===== src/hw/rtl/bdq_pkg.sv =====
`timescale 1ns / 1ps
`default_nettype none

package bdq_pkg;

  localparam int unsigned CAPACITY_DEF    = 16;
  localparam int unsigned VALUE_WIDTH_DEF = 32;
  localparam int unsigned POS_WIDTH_DEF   = $clog2(CAPACITY_DEF + 1);

  localparam int unsigned OP_W = 4;
  localparam int unsigned ST_W = 2;

  localparam logic [OP_W-1:0] OP_PUSH_BACK  = 4'd0;
  localparam logic [OP_W-1:0] OP_PUSH_FRONT = 4'd1;
  localparam logic [OP_W-1:0] OP_POP_BACK   = 4'd2;
  localparam logic [OP_W-1:0] OP_POP_FRONT  = 4'd3;
  localparam logic [OP_W-1:0] OP_READ       = 4'd4;
  localparam logic [OP_W-1:0] OP_WRITE      = 4'd5;
  localparam logic [OP_W-1:0] OP_INSERT     = 4'd6;
  localparam logic [OP_W-1:0] OP_ERASE      = 4'd7;
  localparam logic [OP_W-1:0] OP_CLEAR      = 4'd8;
  localparam logic [OP_W-1:0] OP_PEEK       = 4'd9;

  localparam logic [ST_W-1:0] ST_OK    = 2'd0;
  localparam logic [ST_W-1:0] ST_EMPTY = 2'd1;
  localparam logic [ST_W-1:0] ST_FULL  = 2'd2;
  localparam logic [ST_W-1:0] ST_RANGE = 2'd3;

endpackage

`default_nettype wire


===== src/hw/rtl/bdq_req_if.sv =====
`timescale 1ns / 1ps
`default_nettype none

interface bdq_req_if #(
  parameter int unsigned VALUE_WIDTH = bdq_pkg::VALUE_WIDTH_DEF,
  parameter int unsigned POS_WIDTH   = bdq_pkg::POS_WIDTH_DEF
);
  import bdq_pkg::*;

  logic                          valid;
  logic                          ready;
  logic [OP_W-1:0]               opcode;
  logic signed [VALUE_WIDTH-1:0] value;
  logic [POS_WIDTH-1:0]          position;

  modport source (output valid, output opcode, output value, output position, input ready);
  modport sink   (input valid, input opcode, input value, input position, output ready);
endinterface

`default_nettype wire


===== src/hw/rtl/bdq_rsp_if.sv =====
`timescale 1ns / 1ps
`default_nettype none

interface bdq_rsp_if #(
  parameter int unsigned VALUE_WIDTH = bdq_pkg::VALUE_WIDTH_DEF,
  parameter int unsigned POS_WIDTH   = bdq_pkg::POS_WIDTH_DEF
);
  import bdq_pkg::*;

  logic                          valid;
  logic                          ready;
  logic [ST_W-1:0]               status;
  logic signed [VALUE_WIDTH-1:0] read_value;
  logic [POS_WIDTH-1:0]          result_position;
  logic [POS_WIDTH-1:0]          count;
  logic signed [VALUE_WIDTH-1:0] front_value;
  logic signed [VALUE_WIDTH-1:0] back_value;
  logic                          is_empty;

  modport source (
    output valid, output status, output read_value, output result_position,
    output count, output front_value, output back_value, output is_empty,
    input ready
  );
  modport sink (
    input valid, input status, input read_value, input result_position,
    input count, input front_value, input back_value, input is_empty,
    output ready
  );
endinterface

`default_nettype wire


===== src/hw/rtl/bounded_deque_with_insert_erase.sv =====
`timescale 1ns / 1ps
`default_nettype none

// Channel   Dir  Port      Transaction
// request   in   in_chan   opcode, value, position
// result    out  out_chan  status, read_value, result_position, count,
//                          front_value, back_value, is_empty
//
// A request is held in the request register; the cell row then shifts and the result
// register loads. One request per cycle sustained while the result is not stalled.
// Reset (synchronous) clears the count and valid flags; cells hold until written.
// A stalled result holds; the request register then fills and in_chan.ready falls.

module bounded_deque_with_insert_erase #(
  parameter int unsigned CAPACITY    = bdq_pkg::CAPACITY_DEF,
  parameter int unsigned VALUE_WIDTH = bdq_pkg::VALUE_WIDTH_DEF
) (
  input  logic       clk,
  input  logic       rst_n,
  bdq_req_if.sink    in_chan,
  bdq_rsp_if.source  out_chan
);
  import bdq_pkg::*;

  localparam int unsigned CNT_W = $clog2(CAPACITY + 1);
  localparam int unsigned IDX_W = $clog2(CAPACITY);

  logic                          req_valid_r;
  logic [OP_W-1:0]               req_op_r;
  logic signed [VALUE_WIDTH-1:0] req_val_r;
  logic [CNT_W-1:0]              req_pos_r;

  logic signed [VALUE_WIDTH-1:0] cells_r   [CAPACITY];
  logic signed [VALUE_WIDTH-1:0] cells_nxt [CAPACITY];
  logic [CNT_W-1:0]              cnt_r;
  logic [CNT_W-1:0]              cnt_nxt;

  logic                          out_valid_r;
  logic [ST_W-1:0]               out_status_r;
  logic signed [VALUE_WIDTH-1:0] out_rd_r;
  logic [CNT_W-1:0]              out_rpos_r;
  logic [CNT_W-1:0]              out_cnt_r;
  logic signed [VALUE_WIDTH-1:0] out_front_r;
  logic signed [VALUE_WIDTH-1:0] out_back_r;
  logic                          out_empty_r;

  logic                          in_fire;
  logic                          exec_fire;
  logic                          empty;
  logic                          full;
  logic                          do_open;
  logic                          do_close;
  logic                          do_write;
  logic [CNT_W-1:0]              at;
  logic [ST_W-1:0]               status_nxt;
  logic signed [VALUE_WIDTH-1:0] rd_nxt;
  logic [CNT_W-1:0]              rpos_nxt;
  logic [IDX_W-1:0]              back_idx;
  logic signed [VALUE_WIDTH-1:0] front_nxt;
  logic signed [VALUE_WIDTH-1:0] back_nxt;

  assign exec_fire     = req_valid_r && (!out_valid_r || out_chan.ready);
  assign in_chan.ready = !req_valid_r || exec_fire;
  assign in_fire       = in_chan.valid && in_chan.ready;

  always_comb begin
    empty      = (cnt_r == '0);
    full       = (cnt_r == CNT_W'(CAPACITY));
    status_nxt = ST_OK;
    rd_nxt     = '0;
    rpos_nxt   = '0;
    cnt_nxt    = cnt_r;
    do_open    = 1'b0;
    do_close   = 1'b0;
    do_write   = 1'b0;
    at         = req_pos_r;
    case (req_op_r)
      OP_PUSH_BACK: begin
        if (full) begin
          status_nxt = ST_FULL;
        end else begin
          do_write = 1'b1;
          at       = cnt_r;
          cnt_nxt  = cnt_r + CNT_W'(1);
        end
      end
      OP_PUSH_FRONT: begin
        if (full) begin
          status_nxt = ST_FULL;
        end else begin
          do_open = 1'b1;
          at      = '0;
          cnt_nxt = cnt_r + CNT_W'(1);
        end
      end
      OP_POP_BACK: begin
        if (empty) begin
          status_nxt = ST_EMPTY;
        end else begin
          cnt_nxt = cnt_r - CNT_W'(1);
        end
      end
      OP_POP_FRONT: begin
        if (empty) begin
          status_nxt = ST_EMPTY;
        end else begin
          do_close = 1'b1;
          at       = '0;
          cnt_nxt  = cnt_r - CNT_W'(1);
        end
      end
      OP_READ: begin
        if (empty) begin
          status_nxt = ST_EMPTY;
        end else if (req_pos_r >= cnt_r) begin
          status_nxt = ST_RANGE;
        end else begin
          rpos_nxt = req_pos_r;
          rd_nxt   = cells_r[req_pos_r[IDX_W-1:0]];
        end
      end
      OP_WRITE: begin
        if (empty) begin
          status_nxt = ST_EMPTY;
        end else if (req_pos_r >= cnt_r) begin
          status_nxt = ST_RANGE;
        end else begin
          rpos_nxt = req_pos_r;
          do_write = 1'b1;
        end
      end
      OP_ERASE: begin
        if (empty) begin
          status_nxt = ST_EMPTY;
        end else if (req_pos_r >= cnt_r) begin
          status_nxt = ST_RANGE;
        end else begin
          rpos_nxt = req_pos_r;
          do_close = 1'b1;
          cnt_nxt  = cnt_r - CNT_W'(1);
        end
      end
      OP_INSERT: begin
        if (req_pos_r > cnt_r) begin
          status_nxt = ST_RANGE;
        end else if (full) begin
          status_nxt = ST_FULL;
        end else begin
          rpos_nxt = req_pos_r;
          do_open  = 1'b1;
          cnt_nxt  = cnt_r + CNT_W'(1);
        end
      end
      OP_CLEAR: begin
        if (empty) begin
          status_nxt = ST_EMPTY;
        end else begin
          cnt_nxt = '0;
        end
      end
      OP_PEEK: begin
        if (empty) begin
          status_nxt = ST_EMPTY;
        end else begin
          rd_nxt = cells_r[0];
        end
      end
      default: begin
      end
    endcase
  end

  for (genvar g = 0; g < CAPACITY; g++) begin : g_cell
    logic signed [VALUE_WIDTH-1:0] below;
    logic signed [VALUE_WIDTH-1:0] above;

    if (g == 0) begin : g_first
      assign below = cells_r[g];
    end else begin : g_rest
      assign below = cells_r[g-1];
    end

    if (g == CAPACITY - 1) begin : g_last
      assign above = cells_r[g];
    end else begin : g_inner
      assign above = cells_r[g+1];
    end

    always_comb begin
      cells_nxt[g] = cells_r[g];
      if (do_open && (CNT_W'(g) > at)) begin
        cells_nxt[g] = below;
      end else if (do_close && (CNT_W'(g) >= at)) begin
        cells_nxt[g] = above;
      end
      if ((do_open || do_write) && (CNT_W'(g) == at)) begin
        cells_nxt[g] = req_val_r;
      end
    end
  end

  assign back_idx  = IDX_W'(cnt_nxt - CNT_W'(1));
  assign front_nxt = (cnt_nxt == '0) ? '0 : cells_nxt[0];
  assign back_nxt  = (cnt_nxt == '0) ? '0 : cells_nxt[back_idx];

  always_ff @(posedge clk) begin
    if (!rst_n) begin
      req_valid_r <= 1'b0;
      cnt_r       <= '0;
      out_valid_r <= 1'b0;
    end else begin
      if (in_fire) begin
        req_valid_r <= 1'b1;
      end else if (exec_fire) begin
        req_valid_r <= 1'b0;
      end
      if (exec_fire) begin
        cnt_r       <= cnt_nxt;
        out_valid_r <= 1'b1;
      end else if (out_chan.ready) begin
        out_valid_r <= 1'b0;
      end
    end
  end

  always_ff @(posedge clk) begin
    if (in_fire) begin
      req_op_r  <= in_chan.opcode;
      req_val_r <= in_chan.value;
      req_pos_r <= in_chan.position;
    end
    if (exec_fire) begin
      cells_r      <= cells_nxt;
      out_status_r <= status_nxt;
      out_rd_r     <= rd_nxt;
      out_rpos_r   <= rpos_nxt;
      out_cnt_r    <= cnt_nxt;
      out_front_r  <= front_nxt;
      out_back_r   <= back_nxt;
      out_empty_r  <= (cnt_nxt == '0);
    end
  end

  assign out_chan.valid           = out_valid_r;
  assign out_chan.status          = out_status_r;
  assign out_chan.read_value      = out_rd_r;
  assign out_chan.result_position = out_rpos_r;
  assign out_chan.count           = out_cnt_r;
  assign out_chan.front_value     = out_front_r;
  assign out_chan.back_value      = out_back_r;
  assign out_chan.is_empty        = out_empty_r;

  a_cnt_bound: assert property (@(posedge clk) disable iff (!rst_n)
    cnt_r <= CNT_W'(CAPACITY))
    else $error("element count above capacity");

  a_err_hold: assert property (@(posedge clk) disable iff (!rst_n)
    exec_fire && (status_nxt != ST_OK) |=> cnt_r == $past(cnt_r))
    else $error("count changed on a failed request");

  a_grow: assert property (@(posedge clk) disable iff (!rst_n)
    exec_fire && (status_nxt == ST_OK) &&
    (req_op_r == OP_PUSH_BACK || req_op_r == OP_PUSH_FRONT || req_op_r == OP_INSERT)
    |=> cnt_r == $past(cnt_r) + CNT_W'(1))
    else $error("count did not grow on a successful add");

  a_empty_flag: assert property (@(posedge clk) disable iff (!rst_n)
    out_valid_r |-> (out_empty_r == (out_cnt_r == '0)))
    else $error("empty flag disagrees with count");

endmodule

`default_nettype wire


===== src/flat_wrapper.sv =====
// flat-port wrapper written by rule: the top's interface ports become plain ports
module bounded_deque_with_insert_erase_flat import bdq_pkg::*;
#(
  parameter int unsigned CAPACITY    = bdq_pkg::CAPACITY_DEF,
  parameter int unsigned VALUE_WIDTH = bdq_pkg::VALUE_WIDTH_DEF
)
  (clk, rst_n, in_chan_valid, in_chan_opcode, in_chan_value, in_chan_position, in_chan_ready, out_chan_valid, out_chan_status, out_chan_read_value, out_chan_result_position, out_chan_count, out_chan_front_value, out_chan_back_value, out_chan_is_empty, out_chan_ready);
  bdq_req_if #(.VALUE_WIDTH(VALUE_WIDTH)) in_chan_i ();
  bdq_rsp_if #(.VALUE_WIDTH(VALUE_WIDTH)) out_chan_i ();
  input  logic clk;
  input  logic rst_n;
  input wire logic [$bits(in_chan_i.valid)-1:0] in_chan_valid;
  input wire logic [$bits(in_chan_i.opcode)-1:0] in_chan_opcode;
  input wire logic [$bits(in_chan_i.value)-1:0] in_chan_value;
  input wire logic [$bits(in_chan_i.position)-1:0] in_chan_position;
  output wire logic [$bits(in_chan_i.ready)-1:0] in_chan_ready;
  output wire logic [$bits(out_chan_i.valid)-1:0] out_chan_valid;
  output wire logic [$bits(out_chan_i.status)-1:0] out_chan_status;
  output wire logic [$bits(out_chan_i.read_value)-1:0] out_chan_read_value;
  output wire logic [$bits(out_chan_i.result_position)-1:0] out_chan_result_position;
  output wire logic [$bits(out_chan_i.count)-1:0] out_chan_count;
  output wire logic [$bits(out_chan_i.front_value)-1:0] out_chan_front_value;
  output wire logic [$bits(out_chan_i.back_value)-1:0] out_chan_back_value;
  output wire logic [$bits(out_chan_i.is_empty)-1:0] out_chan_is_empty;
  input wire logic [$bits(out_chan_i.ready)-1:0] out_chan_ready;
  assign in_chan_i.valid = in_chan_valid;
  assign in_chan_i.opcode = in_chan_opcode;
  assign in_chan_i.value = in_chan_value;
  assign in_chan_i.position = in_chan_position;
  assign in_chan_ready = in_chan_i.ready;
  assign out_chan_valid = out_chan_i.valid;
  assign out_chan_status = out_chan_i.status;
  assign out_chan_read_value = out_chan_i.read_value;
  assign out_chan_result_position = out_chan_i.result_position;
  assign out_chan_count = out_chan_i.count;
  assign out_chan_front_value = out_chan_i.front_value;
  assign out_chan_back_value = out_chan_i.back_value;
  assign out_chan_is_empty = out_chan_i.is_empty;
  assign out_chan_i.ready = out_chan_ready;
  bounded_deque_with_insert_erase #(.CAPACITY(CAPACITY), .VALUE_WIDTH(VALUE_WIDTH)) u_core (.clk(clk), .rst_n(rst_n), .in_chan(in_chan_i), .out_chan(out_chan_i));
endmodule

===== config.mk =====
export PLATFORM = sky130hd
export DESIGN_NAME = bounded_deque_with_insert_erase_flat
export DESIGN_NICKNAME = d
export VERILOG_FILES = /design/src/hw/rtl/bdq_pkg.sv /design/src/hw/rtl/bdq_req_if.sv /design/src/hw/rtl/bdq_rsp_if.sv /design/src/hw/rtl/bounded_deque_with_insert_erase.sv /design/src/flat_wrapper.sv
export SDC_FILE = /design/constraint.sdc
export NUM_CORES = 2
export LEC_CHECK = 0
export BUFFER_PORTS_ARGS = -buffer_cell sky130_fd_sc_hd__buf_2
export CAP_MARGIN = 30
export CORE_ASPECT_RATIO = 0.7
export CORE_MARGIN = 2
export CORE_UTILIZATION = 50
export CTS_CLUSTER_SIZE = 12
export DETAILED_ROUTE_END_ITERATION = 16
export GPL_TIMING_DRIVEN = 0
export PLACE_DENSITY = 0.66
export SETUP_SLACK_MARGIN = 0.02
export SLEW_MARGIN = 25
export SYNTH_ARGS = -nofsm -noshare
export SYNTH_HDL_FRONTEND = slang
export SYNTH_SLANG_ARGS = --single-unit

===== constraint.sdc =====
create_clock -name clk -period 30.5 [get_ports clk]
set_clock_uncertainty 0.15 [all_clocks]
set_input_delay 3.05 -clock clk [delete_from_list [all_inputs] [get_ports clk]]
set_output_delay 3.05 -clock clk [all_outputs]
set_load 0.01 [all_outputs]

# Word-level counts from Yosys, hierarchy flattened
# Cells that the tools add are included.
[op_classes]
shifts = 0
n_div = 0
n_lt_le_gt_ge = 35
reduce_logical = 64
eq_ne = 25
n_mul = 0
bitwise = 2
add_sub_neg = 3
mux = 91
[ops]
columns = ["op", "n"]
rows = [
  ["32-bit 2-to-1 mux", 54],
  ["32-bit binary-select mux with 4-bit select", 2],
  ["5-bit 2-to-1 mux", 13],
  ["32-bit case mux with 2 select lines", 1],
  ["1-bit logical AND", 49],
  ["4-bit by 5-bit equality test with 1-bit output, first input constant", 8],
  ["4-bit by 5-bit > comparator with 1-bit output, first input constant", 8],
  ["4-bit by 5-bit greater-or-equal comparator with 1-bit output, first input constant", 7],
  ["5-bit case mux with 5 select lines", 1],
  ["3-bit by 5-bit equality test with 1-bit output, first input constant", 4],
  ["3-bit by 5-bit greater-or-equal comparator with 1-bit output, first input constant", 4],
  ["3-bit by 5-bit > comparator with 1-bit output, first input constant", 4],
  ["4-bit by 3-bit equality test with 1-bit output, second input constant", 4],
  ["5-bit logical NOT", 3],
  ["5-bit case mux with 3 select lines", 1],
  ["2-bit by 5-bit equality test with 1-bit output, first input constant", 2],
  ["1-bit by 5-bit greater-or-equal comparator with 1-bit output, first input constant", 2],
  ["2-bit by 5-bit greater-or-equal comparator with 1-bit output, first input constant", 2],
  ["5-bit greater-or-equal comparator, second input constant", 2],
  ["1-bit by 5-bit > comparator with 1-bit output, first input constant", 2],
  ["2-bit by 5-bit > comparator with 1-bit output, first input constant", 2],
  ["1-bit 2-to-1 mux", 10],
  ["4-bit inverter with 5-bit output", 2],
  ["5-bit case mux with 2 select lines", 1],
  ["20 further kinds", 32],
]
[word_totals]
mem_bits_rw = 0
n_memories = 0
reg_bits = 669
rom_bits = 0
latch_bits = 0

# Logic depth before layout (Yosys ltp)
[logic_depth]
depth_word = 11
mapped_depth = 23
mapped_depth_nobuf = 19

# Worst setup path after synthesis
# Ideal clock, no wire load.
[synth_path]
path_type = "input-to-reg"
startpoint = "in out_chan_ready"
endpoint = "reg u_core.cnt_r[4]"
setup_ns = 0.134
arrival_ns = 21.503
path_buffers = 1
slack_ns = 8.713
stages = 5
cell_sequence = "nor2b_1 > nor2b_1 > clkbuf_1 > mux2i_1 > and2_1"
[synth_between]
elab_chain_len = 2
[synth_lines]
columns = ["element", "line", "source"]
rows = [
  ["start: declaration", "flat_wrapper.sv:25", "input wire logic [$bits(out_chan_i.ready)-1:0] out_chan_ready;"],
  ["1-bit logical OR", "bounded_deque_with_insert_erase.sv:62", "assign exec_fire = req_valid_r && (!out_valid_r || out_chan.ready);"],
  ["1-bit logical AND", "bounded_deque_with_insert_erase.sv:62", ""],
  ["net u_core.exec_fire", "bounded_deque_with_insert_erase.sv:48", "logic exec_fire;"],
  ["end signal: assignment", "bounded_deque_with_insert_erase.sv:218", "cnt_r <= cnt_nxt;"],
  ["end: declaration", "bounded_deque_with_insert_erase.sv:35", "logic [CNT_W-1:0] cnt_r;"],
]
# The timed path passes the listed nets, and every way through them passes these cells.
# A chain may end at the register's enable or synchronous reset.

# Worst setup path in the final report
[layout_path]
startpoint = "reg u_core.cnt_r[0]"
endpoint = "reg u_core.out_back_r[31], in the netlist u_core.out_chan.back_value[31], data pin"
[layout_between]
elab_chain_len = 11
[layout_lines]
columns = ["element", "line", "source"]
rows = [
  ["branches (longest 11 deep; another with 5-bit by 1-bit adder with 5-bit output)", "-", ""],
  ["end signal: assignment", "bounded_deque_with_insert_erase.sv:239", "out_back_r <= back_nxt;"],
  ["end: declaration", "bounded_deque_with_insert_erase.sv:44", "logic signed [VALUE_WIDTH-1:0] out_back_r;"],
]
# Several ways; the timed one is not identified. The select of a mux whose other input is x is not followed.

==> impl_metrics.json <==
{
  "outcome": "finished, final reports clean",
  "layout-drive-gt1-share_pct": 15.3,
  "rsz0062_at_grt": "false",
  "num_rows": 91,
  "setup_viol": 0,
  "ant_nets": 0,
  "syn_inst": 4432,
  "synthToLayoutAreaGrowth_pct": 11.8,
  "antenna_found_initial": 9,
  "syn_area_per_cell_um2": 10.1,
  "placed_cells": 5778,
  "synth-edff-count": 662,
  "fin_tns_setup_ps": 0,
  "routed_wirelength_um": 211000,
  "crit_required_ps": 30780,
  "ys.flop_type": "edfxtp_1",
  "fp.dieW_um": 362,
  "regToRegSetupSlack_ps": 21340,
  "grtUsageTotal_pct": 44.8,
  "synth-warning-count": 0,
  "clockBufferDepth": 3,
  "hold_class": "reg -> reg",
  "cts_tree": "built",
  "swShare_pct": 35.3,
  "yosys_register_bits": 669,
  "p_per_area_nw_per_um2": 54.8,
  "cts_setup_buffers": 0,
  "ctsResizeCount": 0,
  "cp.arrival_ps": 9450,
  "clk_pin_slew_ps": 80,
  "die_area_um2": 92400,
  "portBuffers": 155,
  "via_count": 43400,
  "power_frac_seq_pct": 41.3,
  "synthTopCellsByCount": "nand2_1, edfxtp_1, clkbuf_1, o22ai_1, a21oi_1",
  "viasPerCell": 7.32,
  "cp-end-kind": "register",
  "finalHoldViolCount": 0,
  "post-route-util_pct": 56.7,
  "critPathKind": "reg -> reg",
  "drt_first_pass_iters": 9,
  "cts_buffers": 74,
  "gp_congestion": 1.09,
  "synth_top_cell_area_share_pct": 44.2,
  "syn_area_um2": 45000,
  "wl_per_cell_um": 35.6,
  "grt_pass1_wl_um": 293000,
  "power.switching_mw": 0.971,
  "synth_largest_area_cell": "edfxtp_1",
  "synth.distinct_cells": 103,
  "grt_max_degree": 53,
  "core_um2": 88600,
  "ys_seq_area_share_pct": 44.5,
  "die_y_um": 255,
  "drv_cap": 0,
  "intPower_mw": 1.78,
  "cts_max_level": 3,
  "async_flop_share_pct": 0,
  "fillerInstances": 7767,
  "relSlewSlack_pct": 20.4,
  "synth.area.top_cells": "edfxtp_1, mux4_2, nand2_1, mux2i_1, o22ai_1",
  "p_leak_nw": 17.6,
  "synth.most_common_cell": "nand2_1",
  "slew_violations": 0,
  "syn_nets": 4488,
  "root_buffer": "clkbuf_16",
  "startpoint_type": "register",
  "multi_input_area_um2": 22900,
  "clkSinkCount": 669,
  "tightest_slew_ps": 1190,
  "period_share_pct": 30.0,
  "drc": 0,
  "p_clk_share_pct": 32.3,
  "reg2reg_depth": 24,
  "dpl.hpwl_um": 170000,
  "clk_latency_ps": 690,
  "fin_cells": 5922,
  "grt-ovfl-total": 0,
  "nets": 4762,
  "seqCellArea_um2": 20000,
  "crit_fanout": 11,
  "start_util_pct": 50.8,
  "period_needed_ps": 9160,
  "grt_pass1_vias": 39300,
  "ios": 156,
  "drt-initial-drc-count": 8382,
  "whs_path_depth": 1,
  "combPwrFrac_pct": 26.4,
  "fmax_mhz": 109,
  "ir_drop_mv": 0.0411,
  "postCtsHoldBufs": 0
}
==> critical path, stage by stage (launching register included) <==
cell and delay [ps]:
dfxtp_1 680, inv_1 330, ha_1 330, or4b_1 170
buf_4 180, clkinv_4 110, ha_1 320, nor4b_1 50
a311oi_1 310, a41oi_1 90, or4b_4 590, nor2_8 370
buf_2 410, buf_1 870, ha_1 450, clkbuf_2 450
nor2_1 430, clkbuf_4 320, buf_2 340, clkbuf_1 740
nand3_1 240, nand4b_1 200, o31ai_1 140, buf_2 230
o22ai_1 360
==> cells by family (layout without fill, tap and decap cells) <==
kind of cell	after synthesis	after routing	share of synthesized area, %
AO/OA/AOI/OAI	1572	1572	24.3
XOR/XNOR	4	4	0.136
adder cells (fa/ha/maj)	11	11	0.306
buffers and inverters	538	863	5.02
flip-flops	669	669	44.5
multiplexers	399	399	13.4
other	0	3	0
AND/OR/NAND/NOR	1239	1239	12.3
==> metrics by stage <==
step	hold slack, ps	instance area [µm²]	setup WS [ps]	total power, mW
after global routing	383	50200	21760	2.78
after CTS	362	50000	21580	2.68
after detailed placement	346	47800	21640	1.80
after global placement	345	47200	416	1.83
final	359	50200	21340	2.75
after floorplan	327	45000	8710	1.52
==> cell usage in the layout (no fill, tap or decap), types with 12 or more instances in the layout <==
| cell type | netlist | final |
|---|---|---|
| edfxtp_1 | 662 | 662 |
| o211ai_1 | 92 | 92 |
| a21o_1 | 51 | 51 |
| a211oi_1 | 58 | 53 |
| o21ai_0 | 229 | 229 |
| a22oi_1 | 52 | 52 |
| nand2b_1 | 24 | 24 |
| a211o_1 | 39 | 39 |
| a2111oi_2 | 9 | 12 |
| a21oi_1 | 252 | 251 |
| buf_4 | 16 | 22 |
| o311ai_0 | 12 | 12 |
| mux4_2 | 160 | 160 |
| mux2_2 | 18 | 18 |
| nor3_1 | 68 | 66 |
| clkinv_1 | 0 | 18 |
| o22a_1 | 55 | 55 |
| buf_1 | 47 | 35 |
| nor2b_1 | 42 | 42 |
| buf_2 | 98 | 272 |
| nor2_1 | 122 | 121 |
| o22ai_1 | 270 | 270 |
| inv_1 | 61 | 61 |
| and3_1 | 21 | 21 |
| and2_1 | 55 | 54 |
| o32ai_1 | 38 | 38 |
| nand2_1 | 708 | 708 |
| clkbuf_1 | 307 | 316 |
| buf_6 | 6 | 17 |
| mux2i_1 | 220 | 220 |
| a221oi_1 | 25 | 24 |
| o221a_2 | 36 | 36 |
| nand4b_1 | 13 | 13 |
| a22o_1 | 38 | 38 |
| o2111ai_1 | 16 | 16 |
| nand3_1 | 139 | 139 |
| a221o_1 | 60 | 60 |
| o31ai_1 | 29 | 18 |
| a31oi_1 | 138 | 138 |
| clkbuf_16 | 0 | 75 |
==> registers in the layout, summed over array words and instances (netlist names) <==
signal / cells
u_core.g_cell.above: 416
u_core.g_cell.below: 96
u_core.out_chan.back_value: 32
u_core.out_chan.front_value: 32
u_core.out_chan.read_value: 32
u_core.req_val_r: 32
u_core.cnt_r: 5
u_core.out_chan.count: 5
u_core.out_chan.result_position: 5
u_core.req_pos_r: 5
u_core.req_op_r: 4
u_core.out_chan.status: 2
u_core.out_chan.is_empty: 1
u_core.out_chan.valid: 1
u_core.req_valid_r: 1
==> power by group through the flow <==
| stage | Sequential [mW] | Combinational (mW) | Clock, mW |
|---|---|---|---|
| final | 1.14 | 0.726 | 0.890 |
| after CTS | 1.13 | 0.659 | 0.887 |
| after detailed placement | 1.15 | 0.655 | 0 |
| after global routing | 1.14 | 0.727 | 0.915 |
| after global placement | 1.20 | 0.635 | 0 |
| after floorplan | 1.17 | 0.357 | 0 |
==> routing by layer <==
metal / routed length [µm] / track usage [%] / vias up
met1: 82100 / 62.2 / 20800
met2: 77000 / 55.8 / 4044
met4: 6130 / 12.5 / 10
met5: 223 / 1.24 / -
li1: - / - / 18100
met3: 45600 / 29.2 / 459
==> worst paths after layout <==
check                                                startpoint                                      endpoint
worst min-delay path            u_core.req_valid_r$_SDFFE_PN0P_            u_core.out_chan.valid$_SDFFE_PN0P_
worst max-delay path               u_core.cnt_r[0]$_SDFFE_PN0P_  u_core.out_chan.back_value[31]$_SDFFCE_PP0P_
worst min register to register  u_core.req_valid_r$_SDFFE_PN0P_            u_core.out_chan.valid$_SDFFE_PN0P_
worst max register to register     u_core.cnt_r[0]$_SDFFE_PN0P_  u_core.out_chan.back_value[31]$_SDFFCE_PP0P_
==> area by class of cell <==
cell class | count | share of cell area [%]
Timing Repair Buffer | 198 | 2.74
Antenna cell | 3 | 0.0149
Clock inverter | 35 | 0.533
Tap cell | 1162 | 2.89
Sequential cell | 669 | 39.8
Inverter | 64 | 0.493
Buffer | 474 | 4.05
Multi-Input combinational cell | 3225 | 45.5
Clock buffer | 92 | 3.88
Note: power is estimated with default switching activity, not from simulation.
